<file path="src/tlv_rdf_pkg.sv">
package tlv_rdf_pkg;

  // Parser phases
  localparam logic [1:0] PH_TAG  = 2'd0;
  localparam logic [1:0] PH_LEN  = 2'd1;
  localparam logic [1:0] PH_VAL  = 2'd2;
  localparam logic [1:0] PH_DROP = 2'd3;

  // Result status codes
  localparam logic [2:0] ST_VALUE    = 3'd0;
  localparam logic [2:0] ST_DONE     = 3'd1;
  localparam logic [2:0] ST_REC_LONG = 3'd2;
  localparam logic [2:0] ST_MSG_LONG = 3'd3;
  localparam logic [2:0] ST_TRUNC    = 3'd4;

  // Configuration register indexes
  localparam int unsigned CFG_IDX_W = 1;
  localparam logic [CFG_IDX_W-1:0] REG_MAX_RECORD  = 1'd0;
  localparam logic [CFG_IDX_W-1:0] REG_MAX_MESSAGE = 1'd1;

  localparam logic [15:0] MAX_RECORD_RST  = 16'd4096;
  localparam logic [15:0] MAX_MESSAGE_RST = 16'd8192;

  // Header layout and the byte sent for an empty record
  localparam logic [2:0] TAG_BYTES    = 3'd2;
  localparam logic [2:0] HEADER_BYTES = 3'd6;
  localparam logic [7:0] EMPTY_BYTE   = 8'h30;

  typedef struct packed {
    logic [7:0] data_byte;
    logic       last;
  } in_word_t;

  typedef struct packed {
    logic [2:0]  status;
    logic [15:0] tag;
    logic [15:0] item_length;
    logic [15:0] value_index;
    logic [7:0]  value_byte;
    logic        item_end;
  } res_word_t;

  // Up to two results produced by one input word
  typedef struct packed {
    logic [1:0] count;
    res_word_t  r0;
    res_word_t  r1;
  } push_t;

endpackage

</file>
<file path="src/tlv_rdf_parse.sv">
module tlv_rdf_parse
  import tlv_rdf_pkg::*;
(
  input  logic        clk,
  input  logic        rst,
  input  logic        fire,
  input  in_word_t    word,
  input  logic [15:0] max_record_len,
  input  logic [15:0] max_message_len,
  output push_t       push
);

  logic [1:0]  phase, phase_next;
  logic [2:0]  header_count, header_count_next;
  logic [15:0] tag_reg, tag_reg_next;
  logic [31:0] length_reg, length_reg_next;
  logic [15:0] value_count, value_count_next;
  logic [15:0] message_count, message_count_next;
  logic        error_hold, error_hold_next;

  logic [15:0] msg_count_inc;
  logic [2:0]  hc_plus;
  logic [1:0]  lane;
  logic [31:0] length_or;
  logic [16:0] vc_plus;
  logic [16:0] rec_total;
  logic        rec_long;
  logic        value_end;
  logic        err;
  logic [2:0]  err_code;
  logic        clear_msg;
  res_word_t   value_res;
  res_word_t   end_res;

  // Header arithmetic
  assign msg_count_inc = (message_count != 16'hFFFF) ? message_count + 16'd1 : message_count;
  assign hc_plus       = header_count + 3'd1;
  assign lane          = header_count[1:0] - 2'd2;
  assign length_or     = length_reg | ({24'd0, word.data_byte} << {lane, 3'b000});
  assign rec_total     = {1'b0, length_or[15:0]} + 17'd6;
  assign rec_long      = (length_or[31:16] != 16'd0) || (rec_total >= {1'b0, max_record_len});
  assign vc_plus       = {1'b0, value_count} + 17'd1;
  assign value_end     = {15'd0, vc_plus} >= length_reg;

  // Next state and results for one word
  always_comb begin
    phase_next         = phase;
    header_count_next  = header_count;
    tag_reg_next       = tag_reg;
    length_reg_next    = length_reg;
    value_count_next   = value_count;
    message_count_next = message_count;
    error_hold_next    = error_hold;
    push               = '0;
    err                = 1'b0;
    err_code           = ST_MSG_LONG;
    clear_msg          = 1'b0;
    value_res          = '0;
    end_res            = '0;

    if (fire) begin
      if (error_hold) begin
        clear_msg = word.last;
      end else begin
        message_count_next = msg_count_inc;
        if (msg_count_inc > max_message_len) begin
          err      = 1'b1;
          err_code = ST_MSG_LONG;
        end else begin
          case (phase)
            PH_TAG: begin
              tag_reg_next      = {tag_reg[7:0], word.data_byte};
              header_count_next = hc_plus;
              if (hc_plus >= TAG_BYTES) begin
                phase_next      = PH_LEN;
                length_reg_next = '0;
              end
            end
            PH_LEN: begin
              length_reg_next   = length_or;
              header_count_next = hc_plus;
              if (hc_plus >= HEADER_BYTES) begin
                header_count_next = '0;
                value_count_next  = '0;
                if (rec_long) begin
                  err      = 1'b1;
                  err_code = ST_REC_LONG;
                end else if (length_or == 32'd0) begin
                  value_res.status      = ST_VALUE;
                  value_res.tag         = tag_reg;
                  value_res.item_length = 16'd1;
                  value_res.value_index = 16'd0;
                  value_res.value_byte  = EMPTY_BYTE;
                  value_res.item_end    = 1'b1;
                  push.r0               = value_res;
                  push.count            = 2'd1;
                  phase_next            = PH_TAG;
                end else begin
                  phase_next = PH_VAL;
                end
              end
            end
            default: begin
              value_res.status      = ST_VALUE;
              value_res.tag         = tag_reg;
              value_res.item_length = length_reg[15:0];
              value_res.value_index = value_count;
              value_res.value_byte  = word.data_byte;
              value_res.item_end    = value_end;
              push.r0               = value_res;
              push.count            = 2'd1;
              value_count_next      = vc_plus[15:0];
              if (value_end) begin
                phase_next        = PH_TAG;
                header_count_next = '0;
                value_count_next  = '0;
              end
            end
          endcase
        end

        if (err) begin
          end_res.status = err_code;
          push.r0        = end_res;
          push.count     = 2'd1;
          if (word.last) begin
            clear_msg = 1'b1;
          end else begin
            error_hold_next = 1'b1;
            phase_next      = PH_DROP;
          end
        end else if (word.last) begin
          // done only on a clean record boundary
          end_res.status = ((phase_next == PH_TAG) && (header_count_next == 3'd0)) ?
                           ST_DONE : ST_TRUNC;
          if (push.count == 2'd1) begin
            push.r1    = end_res;
            push.count = 2'd2;
          end else begin
            push.r0    = end_res;
            push.count = 2'd1;
          end
          clear_msg = 1'b1;
        end
      end
    end

    if (clear_msg) begin
      phase_next         = PH_TAG;
      header_count_next  = '0;
      tag_reg_next       = '0;
      length_reg_next    = '0;
      value_count_next   = '0;
      message_count_next = '0;
      error_hold_next    = 1'b0;
    end
  end

  always_ff @(posedge clk) begin
    if (rst) begin
      phase         <= PH_TAG;
      header_count  <= '0;
      tag_reg       <= '0;
      length_reg    <= '0;
      value_count   <= '0;
      message_count <= '0;
      error_hold    <= 1'b0;
    end else begin
      phase         <= phase_next;
      header_count  <= header_count_next;
      tag_reg       <= tag_reg_next;
      length_reg    <= length_reg_next;
      value_count   <= value_count_next;
      message_count <= message_count_next;
      error_hold    <= error_hold_next;
    end
  end

endmodule

</file>
<file path="src/tlv_rdf_outq.sv">
module tlv_rdf_outq
  import tlv_rdf_pkg::*;
#(
  parameter int unsigned DEPTH = 4
) (
  input  logic      clk,
  input  logic      rst,
  input  push_t     push,
  input  logic      result_ready,
  output logic      result_valid,
  output res_word_t result,
  output logic      room
);

  localparam int unsigned PTR_W = (DEPTH > 1) ? $clog2(DEPTH) : 1;
  localparam int unsigned CNT_W = $clog2(DEPTH + 1);

  res_word_t          mem [DEPTH];
  logic [PTR_W-1:0]   wr_ptr, wr_ptr_next;
  logic [PTR_W-1:0]   rd_ptr;
  logic [PTR_W-1:0]   wr_ptr_1;
  logic [CNT_W-1:0]   count;
  logic               pop;

  function automatic logic [PTR_W-1:0] ptr_inc(input logic [PTR_W-1:0] p);
    ptr_inc = (p == PTR_W'(DEPTH - 1)) ? '0 : p + 1'b1;
  endfunction

  assign wr_ptr_1     = ptr_inc(wr_ptr);
  assign pop          = result_valid && result_ready;
  assign result_valid = count != '0;
  assign result       = mem[rd_ptr];
  // room for the two results one word may produce
  assign room         = count <= CNT_W'(DEPTH - 2);

  always_comb begin
    case (push.count)
      2'd1:    wr_ptr_next = wr_ptr_1;
      2'd2:    wr_ptr_next = ptr_inc(wr_ptr_1);
      default: wr_ptr_next = wr_ptr;
    endcase
  end

  // Storage
  always_ff @(posedge clk) begin
    if (push.count != 2'd0) begin
      mem[wr_ptr] <= push.r0;
    end
    if (push.count == 2'd2) begin
      mem[wr_ptr_1] <= push.r1;
    end
  end

  // Pointers and fill count
  always_ff @(posedge clk) begin
    if (rst) begin
      wr_ptr <= '0;
      rd_ptr <= '0;
      count  <= '0;
    end else begin
      wr_ptr <= wr_ptr_next;
      if (pop) begin
        rd_ptr <= ptr_inc(rd_ptr);
      end
      count <= count + CNT_W'(push.count) - CNT_W'(pop);
    end
  end

endmodule

</file>
<file path="src/tlv_record_deframer_core.sv">
// A word accepted into the input register is parsed once the queue has room, and its
// results (up to two: value byte plus end of message) go to the output queue.
// Throughput: one word per cycle while the queue has room for two results; one result
// per cycle leaves the queue when taken. Queue depth is OUT_DEPTH.
// Reset: synchronous, clears the parser, queue and input stage; limits return
// to 4096 (record) and 8192 (message).
module tlv_record_deframer_core
  import tlv_rdf_pkg::*;
#(
  parameter int unsigned OUT_DEPTH = 4
) (
  input  logic                 clk,
  input  logic                 rst,
  input  logic                 item_valid,
  output logic                 item_ready,
  input  in_word_t             item,
  output logic                 result_valid,
  input  logic                 result_ready,
  output res_word_t            result,
  input  logic                 cfg_valid,
  output logic                 cfg_ready,
  input  logic [CFG_IDX_W-1:0] cfg_index,
  input  logic [15:0]          cfg_data
);

  logic [15:0] max_record_len;
  logic [15:0] max_message_len;
  in_word_t    item_r;
  logic        item_r_valid;
  logic        room;
  logic        fire;
  push_t       push;

  assign cfg_ready  = 1'b1;
  assign fire       = item_r_valid && room;
  assign item_ready = !item_r_valid || fire;

  // Limit registers
  always_ff @(posedge clk) begin
    if (rst) begin
      max_record_len  <= MAX_RECORD_RST;
      max_message_len <= MAX_MESSAGE_RST;
    end else if (cfg_valid) begin
      case (cfg_index)
        REG_MAX_RECORD:  max_record_len  <= cfg_data;
        REG_MAX_MESSAGE: max_message_len <= cfg_data;
        default: ;
      endcase
    end
  end

  // Input word register
  always_ff @(posedge clk) begin
    if (rst) begin
      item_r_valid <= 1'b0;
    end else if (item_ready) begin
      item_r_valid <= item_valid;
    end
  end

  always_ff @(posedge clk) begin
    if (item_ready && item_valid) begin
      item_r <= item;
    end
  end

  tlv_rdf_parse u_parse (
    .clk             (clk),
    .rst             (rst),
    .fire            (fire),
    .word            (item_r),
    .max_record_len  (max_record_len),
    .max_message_len (max_message_len),
    .push            (push)
  );

  tlv_rdf_outq #(
    .DEPTH (OUT_DEPTH)
  ) u_outq (
    .clk          (clk),
    .rst          (rst),
    .push         (push),
    .result_ready (result_ready),
    .result_valid (result_valid),
    .result       (result),
    .room         (room)
  );

endmodule

</file>
<file path="config.mk">
export PLATFORM = sky130hd
export DESIGN_NAME = tlv_record_deframer_core
export DESIGN_NICKNAME = d
export VERILOG_FILES = /design/src/tlv_rdf_pkg.sv /design/src/tlv_rdf_parse.sv /design/src/tlv_rdf_outq.sv /design/src/tlv_record_deframer_core.sv
export SDC_FILE = /design/constraint.sdc
export NUM_CORES = 1
export LEC_CHECK = 0
export ABC_AREA = 1
export BUFFER_PORTS_ARGS = -buffer_cell sky130_fd_sc_hd__buf_2
export CORE_UTILIZATION = 40
export CTS_CLUSTER_DIAMETER = 60
export DETAILED_ROUTE_END_ITERATION = 10
export PLACE_DENSITY = 0.65
export SLEW_MARGIN = 25
export SYNTH_ARGS = -nofsm -noshare
export SYNTH_HDL_FRONTEND = slang
export SYNTH_HIERARCHICAL = 1
export SYNTH_SLANG_ARGS = --single-unit
</file>
<file path="constraint.sdc">
create_clock -name clk -period 8 [get_ports clk]
set_clock_uncertainty 0.05 [all_clocks]
set_input_delay 0.4 -clock clk [delete_from_list [all_inputs] [get_ports clk]]
set_output_delay 0.4 -clock clk [all_outputs]
set_load 0.02 [all_outputs]
</file>
==> results of run 1 <==
==> path summary, 6_finish.rpt <==
path                            cells after the start            endpoint                    start  slack (ns)
worst max-delay path                               31   u_outq/mem[3][13]  u_parse/header_count[1]        1.40
worst max register to register                     31   u_outq/mem[3][13]  u_parse/header_count[1]        1.40
worst min register to register                      2  u_parse/tag_reg[8]       u_parse/tag_reg[8]        0.40
worst min-delay path                                1           item_r[2]                  item[2]       0.005
==> Yosys cell counts, types with 4 or more instances <==
master / instances
nand3_1: 61
inv_1: 282
o21a_1: 6
xnor2_1: 4
inv_2: 7
ha_1: 68
edfxtp_1: 249
nand4_1: 12
a21oi_1: 107
nand2_1: 435
buf_2: 15
clkbuf_1: 60
nand3_2: 10
dfxtp_1: 128
nor2_1: 287
o21ai_1: 115
buf_6: 40
a211oi_1: 33
nor2_4: 31
o21ai_0: 320
o22ai_1: 60
xor2_1: 32
nor3_1: 22
buf_4: 76
nand2_2: 6
==> kinds of logic after synthesis <==
family          after synthesis  share of synthesized area, %
xor+xnor                     36                          1.49
flops                       377                          47.6
simple gates                884                          18.3
other cells                   2                        0.0356
buf+inv                     486                          11.8
compound gates              655                          16.6
fa+ha+maj                    69                          4.13
==> per-layer routing <==
layer	share of wire, %	routed length (um)	vias to the layer above
met4	2.8	1510	0
met5	0	0	-
met3	5.8	3120	97
met1	43	23400	7781
met2	48	25900	506
li1	-	-	8325
==> stage by stage <==
stage                     utilization (%)  worst slack [ns]  instance area, um^2
after floorplan                         -            -0.477                21300
after CTS                            44.4              1.46                22900
after global placement               41.5              1.60                21500
after global routing                 44.4             0.828                22900
after detailed placement             41.5              1.50                21500
final                                44.4              1.40                22900
==> report_power, final <==
group / switching [uW] / leakage, uW / total (uW) / internal, uW
clock network: 820 / 0.000673 / 1930 / 1110
registers: 130 / 0.00328 / 2380 / 2250
logic: 1280 / 0.00455 / 1810 / 525
==> area by class of cell <==
type / count / area, um^2
clock buffers: 58 / 1170
clock inverters: 22 / 203
fillers: 5028 / 28800
inverters: 291 / 1100
multi-input cells: 1703 / 8860
flip-flops and latches: 377 / 10000
well taps: 680 / 851
repair buffers: 119 / 708
==> results.txt, run 1 <==
pwr dens: 266 nW/um^2
Mapped Cells: 2509
Synth Flop Type: edfxtp_1
FFs w/ async S/R, synth: 0%
initial antenna violation count: 1
Peak Freq: 152 MHz
grt met3 use: 2.58%
TritonCTS clock tree: done
CP Capture Type: flip-flop
top-area cell type share of the netlist area: 35.4%
Placer Congestion: 0.894
IO Count: 94
CTS max path bufs: 3
vias after detailed routing: 16700
Syn-to-layout area delta: 8.77%
post-DP HPWL: 35100 um
CTS H-tree depth: 2
RSZ-0062 raised after global routing: false
DIE WIDTH: 232 um
# clock sinks: 377
main area contributors after synthesis: edfxtp_1 (35%), dfxtp_1 (12%), nand2_1 (7.7%), o21ai_0 (7.6%), nor2_1 (5.1%)
Post-Syn Area per Cell: 8.41 um^2
Cells after DPL: 3162
routed wire length: 54000 um
Least-Margin Pin Slew: 1.05 ns
share of layout cells above drive strength 1: 9.96%
worst-path fanout max: 54
# diodes: 0
total CTS buffers: 43
Startpoint Class: flip-flop
Finished Layout Cells: 3250
DR DRC count: 0
Synth cell types: 50
GRT Residual Overflow: 0
GRT Util Overall: 20.1%
flops & latches, synth: 377
Routed Antenna Nets: 0
TritonRoute pass-1 iters: 8
post-CTS setup buffers: 0
TNS Setup: 0 ns
slowest cell delay on critical path: 0.73 ns
Post-synth EDFFs: 249
DR iter-0 viols: 1268
post_cts resized: 0
Static Leak: 0.00850 uW
pin count of the biggest net entering global routing: 97
Site Rows: 83
status: finished clean
Buf/Inv on CP: 7
vias in the first global route: 15700
max reg flops: 240
die area: 53700 um^2
Req. time, crit path: 8.19 ns
peak supply drop: 0.150 mV
Pwr Total: 6110 uW
core area: 51700 um^2
Clk pin slew, worst setup/hold paths: 0.06 ns
most common cell after layout, fill and taps aside: nand2_1
Worst-Skew Late Latency: 0.58 ns
die height: 232 um
average wire per standard cell: 16.6 um
Mapped Area: 21100 um^2
Slowest-stage cell, CP: dfxtp_1
Hold Vio Cnt, Final: 0
Hold Crit Class: primary input to flip-flop
slew margin rel.: 30.0%
fin crit period: 6.60 ns
final worst-path cycle share: 82.5%
# setup viols final: 0
first-pass GRT wire length: 85400 um
root buf cell: clkbuf_16
gr busiest metal: met2
M1 GR Usage: 26.1%
Starting Density: 40.8%
max_cap viols: 0
most frequent cells in the layout: nand2_1 (434), o21ai_0 (316), nor2_1 (286), inv_1 (282), edfxtp_1 (249)
CTS Hold Bufs: 8
nets@finish: 2635
Vias/cell: 5.14
met2 usage: 34.2%
Max Slew Vio Count: 0
Synthesis Warnings: 6
number of port buffers: 92
critical path arrival: 6.79 ns
cell taking the most area after synthesis: edfxtp_1
Top delay family on crit path: simple AND/OR/NAND/NOR gates
Final Hold Slack: 0.00487 ns
critical path type: flip-flop to flip-flop
post-synthesis sequential area ratio: 47.6%
Note: power is estimated with default switching activity, not from simulation.
==> inputs of run 2 (changes only) <==
- clock period: 8 -> 5.66 ns (I/O delays scaled with it)
==> results.txt, run 2 (synthesis gave the netlist of run 1 again) <==
CP Capture Type: flip-flop
slew margin rel.: 48.3% (+18 points)
core area: 51700 um^2 (unchanged)
RSZ-0062 raised after global routing: false
DIE WIDTH: 232 um (unchanged)
Startpoint Class: flip-flop
fin crit period: 5.27 ns (-1.33 ns)
# setup viols final: 0 (unchanged)
die area: 53700 um^2 (unchanged)
max reg flops: 240 (unchanged)
gr busiest metal: met2
critical path type: flip-flop to flip-flop
M1 GR Usage: 26.0% (-0.14 points)
nets@finish: 2686 (+1.9%)
Hold Startpoint: cfg_valid
Slowest-stage cell, CP: dfxtp_1
pwr dens: 382 nW/um^2 (+43%)
root buf cell: clkbuf_16
DR iter-0 viols: 1263 (-0.39%)
# diodes: 0 (unchanged)
Peak Freq: 190 MHz (+25%)
Setup WS pre-CTS: 0.0336 ns (-1.47 ns)
start of the worst register-to-register path: u_parse/header_count[1]
most common cell after layout, fill and taps aside: nand2_1
flop2flop setup slack: 0.39 ns (-1.01 ns)
Hold Vio Cnt, Final: 0 (unchanged)
GRT Util Overall: 20.3% (+0.17 points)
critical path's most frequent cell: nand3_1
pin count of the biggest net entering global routing: 79 (-19%)
CTS max path bufs: 3 (unchanged)
most frequent cells in the layout: nand2_1 (433), o21ai_0 (316), nor2_1 (286), inv_1 (281), edfxtp_1 (249)
Syn-to-layout area delta: 12.5%
Site Rows: 83 (unchanged)
Routed Antenna Nets: 0 (unchanged)
final worst-path cycle share: 93.2% (+11 points)
met2 usage: 34.8% (+0.61 points)
initial antenna violation count: 0 (-1)
total CTS buffers: 46 (+7.0%)
IO Count: 94 (unchanged)
average wire per standard cell: 16.6 um (-0.16%)
CTS H-tree depth: 2 (unchanged)
number of port buffers: 92 (unchanged)
first-pass GRT wire length: 86600 um (+1.4%)
Max Slew Vio Count: 0 (unchanged)
routed wire length: 54800 um (+1.5%)
post-DP HPWL: 34700 um (-1.2%)
Placer Congestion: 0.891 (-0.32%)
TNS Setup: 0 ns (unchanged)
Vias/cell: 5.15 (+0.20%)
DR DRC count: 0 (unchanged)
GRT Residual Overflow: 0 (unchanged)
Starting Density: 40.8% (unchanged)
peak supply drop: 0.225 mV (+50%)
TritonCTS clock tree: done
Worst-Skew Late Latency: 0.58 ns (about the same)
grt met3 use: 3.01% (+0.43 points)
vias in the first global route: 16600 (+5.4%)
# clock sinks: 377 (unchanged)
critical path launch point: u_parse/header_count[1]
status: finished clean
critical path arrival: 5.48 ns (-1.31 ns)
TritonRoute pass-1 iters: 6 (-2)
setup slack after layout: 0.387 ns (-1.01 ns)
slowest cell delay on critical path: 0.46 ns (-0.27 ns)
vias after detailed routing: 17000 (+1.8%)
worst-path fanout max: 30 (-44%)
share of layout cells above drive strength 1: 11.4% (+1.4 points)
Req. time, crit path: 5.87 ns (-2.32 ns)
Hold Crit Class: primary input to flip-flop
Clk pin slew, worst setup/hold paths: 0.06 ns (about the same)
Static Leak: 0.00887 uW (+4.4%)
max_cap viols: 0 (unchanged)
Least-Margin Pin Slew: 0.773 ns (-0.277 ns)
die height: 232 um (unchanged)
[run 2: path summary, 6_finish.rpt]
kind / to / depth (start not counted)
hold / removal: max_record_len[12] / 3
hold reg to reg: u_parse/tag_reg[14] / 2
setup reg to reg: u_outq/mem[1][35] / 30
setup / recovery: u_outq/mem[1][35] / 30
[run 2: worst max-delay path, delay by kind of cell (launching register included)]
family	cells	cell delay (ns)
buffers and inverters	6	0.66
AND/OR/NAND/NOR	16	1.90
XOR/XNOR	1	0.18
adder cells (fa/ha/maj)	4	1.09
flip-flops	1	0.46
AO/OA/AOI/OAI	3	0.58
[run 2: per-layer routing]
layer | vias to the layer above | part of all wire, %
li1 | 8439 | -
met1 | 7970 | 44
met2 | 497 | 48
met3 | 110 | 5.6
met4 | 0 | 2.9
met5 | - | 0
[run 2: cell type report]
cell class / count / area [um^2]
Tap cell: 680 / 851
Inverter: 291 / 1100
Clock buffer: 57 / 1240
Fill cell: 4958 / 28000
Multi-Input combinational cell: 1703 / 8880
Timing Repair Buffer: 167 / 1230
Sequential cell: 377 / 10000
Clock inverter: 28 / 367
[run 2: report_power, final]
group          switching (uW)  total [uW]  internal, uW
Combinational            1830        2620           791
Clock                    1210        3110          1900
Sequential                161        3340          3180
Total                    3200        9070          5870
[run 2: metrics by stage]
step	util, %	hold slack [ns]	cells	total power, uW	cell area [um^2]
after global routing	45.9	0.173	3303	9560	23700
final	45.9	0.178	3303	9070	23700
after floorplan	-	0.302	2566	5190	21300
after global placement	42.0	0.389	3184	5930	21700
after CTS	45.7	0.144	3299	9110	23600
after detailed placement	42.0	0.395	3184	5980	21700
[run 2: timing repair]
item / in CTS / in global routing
endpoints found under the hold margin: 43 / 0
endpoints found under the setup margin: 0 / 481
resized for setup: 0 / 17
hold buffers: 30 / 0
buffers inserted: 0 / 2
==> inputs of run 3 (changes only) <==
- CAP_MARGIN: not set -> 15
- MAX_ROUTING_LAYER: not set -> met4
==> results.txt, run 3 (synthesis gave the netlist of run 1 again) <==
status: finished clean
peak supply drop: 0.184 mV (-18%)
Clk pin slew, worst setup/hold paths: 0.06 ns (about the same)
DR DRC count: 0 (unchanged)
initial antenna violation count: 0 (unchanged)
# clock sinks: 377 (unchanged)
r2r worst-path depth: 34 (+13%)
TritonCTS clock tree: done
flop2flop setup slack: 0.41 ns (+0.02 ns)
critical path's most frequent cell: nand3_1
Req. time, crit path: 5.88 ns (about the same)
Multi-input gate area: 8860 um^2 (-0.18%)
final worst-path cycle share: 92.7% (-0.44 points)
Hold Crit Class: primary input to flip-flop
post-DP HPWL: 34900 um (+0.62%)
slowest cell delay on critical path: 0.32 ns (-0.14 ns)
DIE WIDTH: 232 um (unchanged)
average wire per standard cell: 16.5 um (-0.57%)
critical path arrival: 5.47 ns (about the same)
total CTS buffers: 45 (-2.2%)
Clock power frac: 32.6% (-1.7 points)
hold path depth: 2 (-1)
Final Hold Slack: 0.0248 ns (-0.153 ns)
# diodes: 0 (unchanged)
Switching Fraction: 35.4% (+0.18 points)
Hold Startpoint: rst
Max Slew Vio Count: 0 (unchanged)
sequential share of power: 37.9% (+1.0 points)
CP Capture Type: flip-flop
die area: 53700 um^2 (unchanged)
Starting Density: 40.8% (unchanged)
Top delay family on crit path: simple AND/OR/NAND/NOR gates
TritonRoute pass-1 iters: 6 (unchanged)
Comb pwr share: 29.6% (+0.7 points)
Syn-to-layout area delta: 11.7%
die height: 232 um (unchanged)
Sw Pwr: 3130 uW (-2.1%)
Finished Layout Cells: 3296 (-0.21%)
DR iter-0 viols: 1264 (+0.079%)
worst hold endpoint: u_outq/count[0]
Static Leak: 0.00879 uW (-0.93%)
r2r endpoint: u_outq/mem[3][51]
Cells after DPL: 3185 (+0.031%)
Vias/cell: 5.08 (-1.4%)
number of port buffers: 92 (unchanged)
Placer Congestion: 0.899 (+0.93%)
max reg flops: 240 (unchanged)
P_int: 5700 uW (-2.9%)
Least-Margin Pin Slew: 0.775 ns (+0.00237 ns)
Seq. cell area: 10000 um^2 (unchanged)
Site Rows: 83 (unchanged)
Routed Antenna Nets: 0 (unchanged)
core area: 51700 um^2 (unchanged)
# setup viols final: 0 (unchanged)
pwr dens: 375 nW/um^2 (-2.0%)
worst-path fanout max: 20 (-33%)
first-pass GRT wire length: 84800 um (-2.1%)
Slowest-stage cell, CP: dfxtp_1
Startpoint Class: flip-flop
nets@finish: 2680 (-0.22%)
RSZ-0062 raised after global routing: false
vias in the first global route: 15600 (-5.6%)
FILL cells: 4928 (-0.61%)
Post-DP Area: 21800 um^2 (+0.25%)
GRT Util Overall: 20.6% (+0.35 points)
critical path type: flip-flop to flip-flop
Peak Freq: 191 MHz (+0.47%)
start of the worst register-to-register path: u_parse/header_count[0]
routed wire length: 54300 um (-0.78%)
slew margin rel.: 48.2% (-0.096 points)
CTS H-tree depth: 2 (unchanged)
share of layout cells above drive strength 1: 10.9% (-0.47 points)
vias after detailed routing: 16700 (-1.6%)
TNS Setup: 0 ns (unchanged)
Pwr Total: 8830 uW (-2.6%)
design area: 23600 um^2 (-0.68%)
GRT Residual Overflow: 0 (unchanged)
pin count of the biggest net entering global routing: 77 (-2.5%)
most common cell after layout, fill and taps aside: nand2_1
CTS max path bufs: 3 (unchanged)
Hold Vio Cnt, Final: 0 (unchanged)
most frequent cells in the layout: nand2_1 (434), o21ai_0 (316), nor2_1 (285), inv_1 (281), edfxtp_1 (249)
root buf cell: clkbuf_16
Worst-Skew Late Latency: 0.57 ns (about the same)
max_cap viols: 0 (unchanged)
IO Count: 94 (unchanged)
fin crit period: 5.25 ns (-0.0247 ns)
Buf/Inv on CP: 9 (+3)
run 3: changes by cell type in the layout (fill, tap and decap cells not counted), moves of 3 or more:
cell / previous run / this run
buf_12: 6 / 11
buf_4: 31 / 27
buf_6: 5 / 1
bufinv_16: 7 / 3
clkbuf_1: 7 / 10
clkbuf_8: 3 / 6
clkinv_1: 5 / 9
clkinv_2: 7 / 4
clkinv_4: 4 / 0
dlygate4sd3_1: 30 / 27
run 3: power groups by stage:
stage | Sequential, uW | Clock, uW | Combinational (uW)
finish | 3340 | 2870 | 2610
global route | 3370 | 3050 | 2890
CTS | 3350 | 2930 | 2620
detailed placement | 3400 | 0 | 2590
global placement | 3390 | 0 | 2550
floorplan | 3320 | 0 | 1870
run 3: per-stage QoR:
stage,util (%),setup WS [ns]
after floorplan,-,-0.112
final,45.6,0.411
after detailed placement,42.1,0.288
after global placement,42.1,0.420
after CTS,45.5,0.273
after global routing,45.6,0.0182
run 3: what timing repair did:
| item | 4_1_cts | 5_1_grt |
|---|---|---|
| hold buffers | 27 | 0 |
| endpoints found under the hold margin | 38 | 0 |
| resized for setup | 0 | 10 |
| setup endpoints to repair | 0 | 253 |
| setup buffers | 0 | 0 |
run 3: worst max path at each step:
| stage | start | end | slack (ns) | depth (start not counted) |
|---|---|---|---|---|
| after detailed placement | item_r[2] | u_outq/mem[1][39] | 0.29 | 33 |
| after CTS | item_r[2] | u_outq/mem[1][39] | 0.27 | 33 |
| after floorplan | u_parse/header_count[1] | u_outq/mem[0][0] | -0.11 | 30 |
| after global placement | item_r[2] | u_outq/mem[1][29] | 0.42 | 33 |
| final | u_parse/header_count[0] | u_outq/mem[3][51] | 0.41 | 34 |
| after global routing | u_parse/header_count[0] | u_outq/mem[3][51] | 0.02 | 34 |
run 3: area by class of cell:
type | instances | share of cell area, %
Sequential cell | 377 | 42.6
Multi-Input combinational cell | 1703 | 37.6
Clock buffer | 63 | 5.50
Timing Repair Buffer | 162 | 5.20
Inverter | 291 | 4.68
Tap cell | 680 | 3.61
Clock inverter | 20 | 0.765
run 3: per-layer routing:
metal / GRT usage, % / share of wire (%)
met5: - / 0
met4: 6.23 / 2.5
met3: 3.15 / 5.7
met2: 33.4 / 48
met1: 26.6 / 44
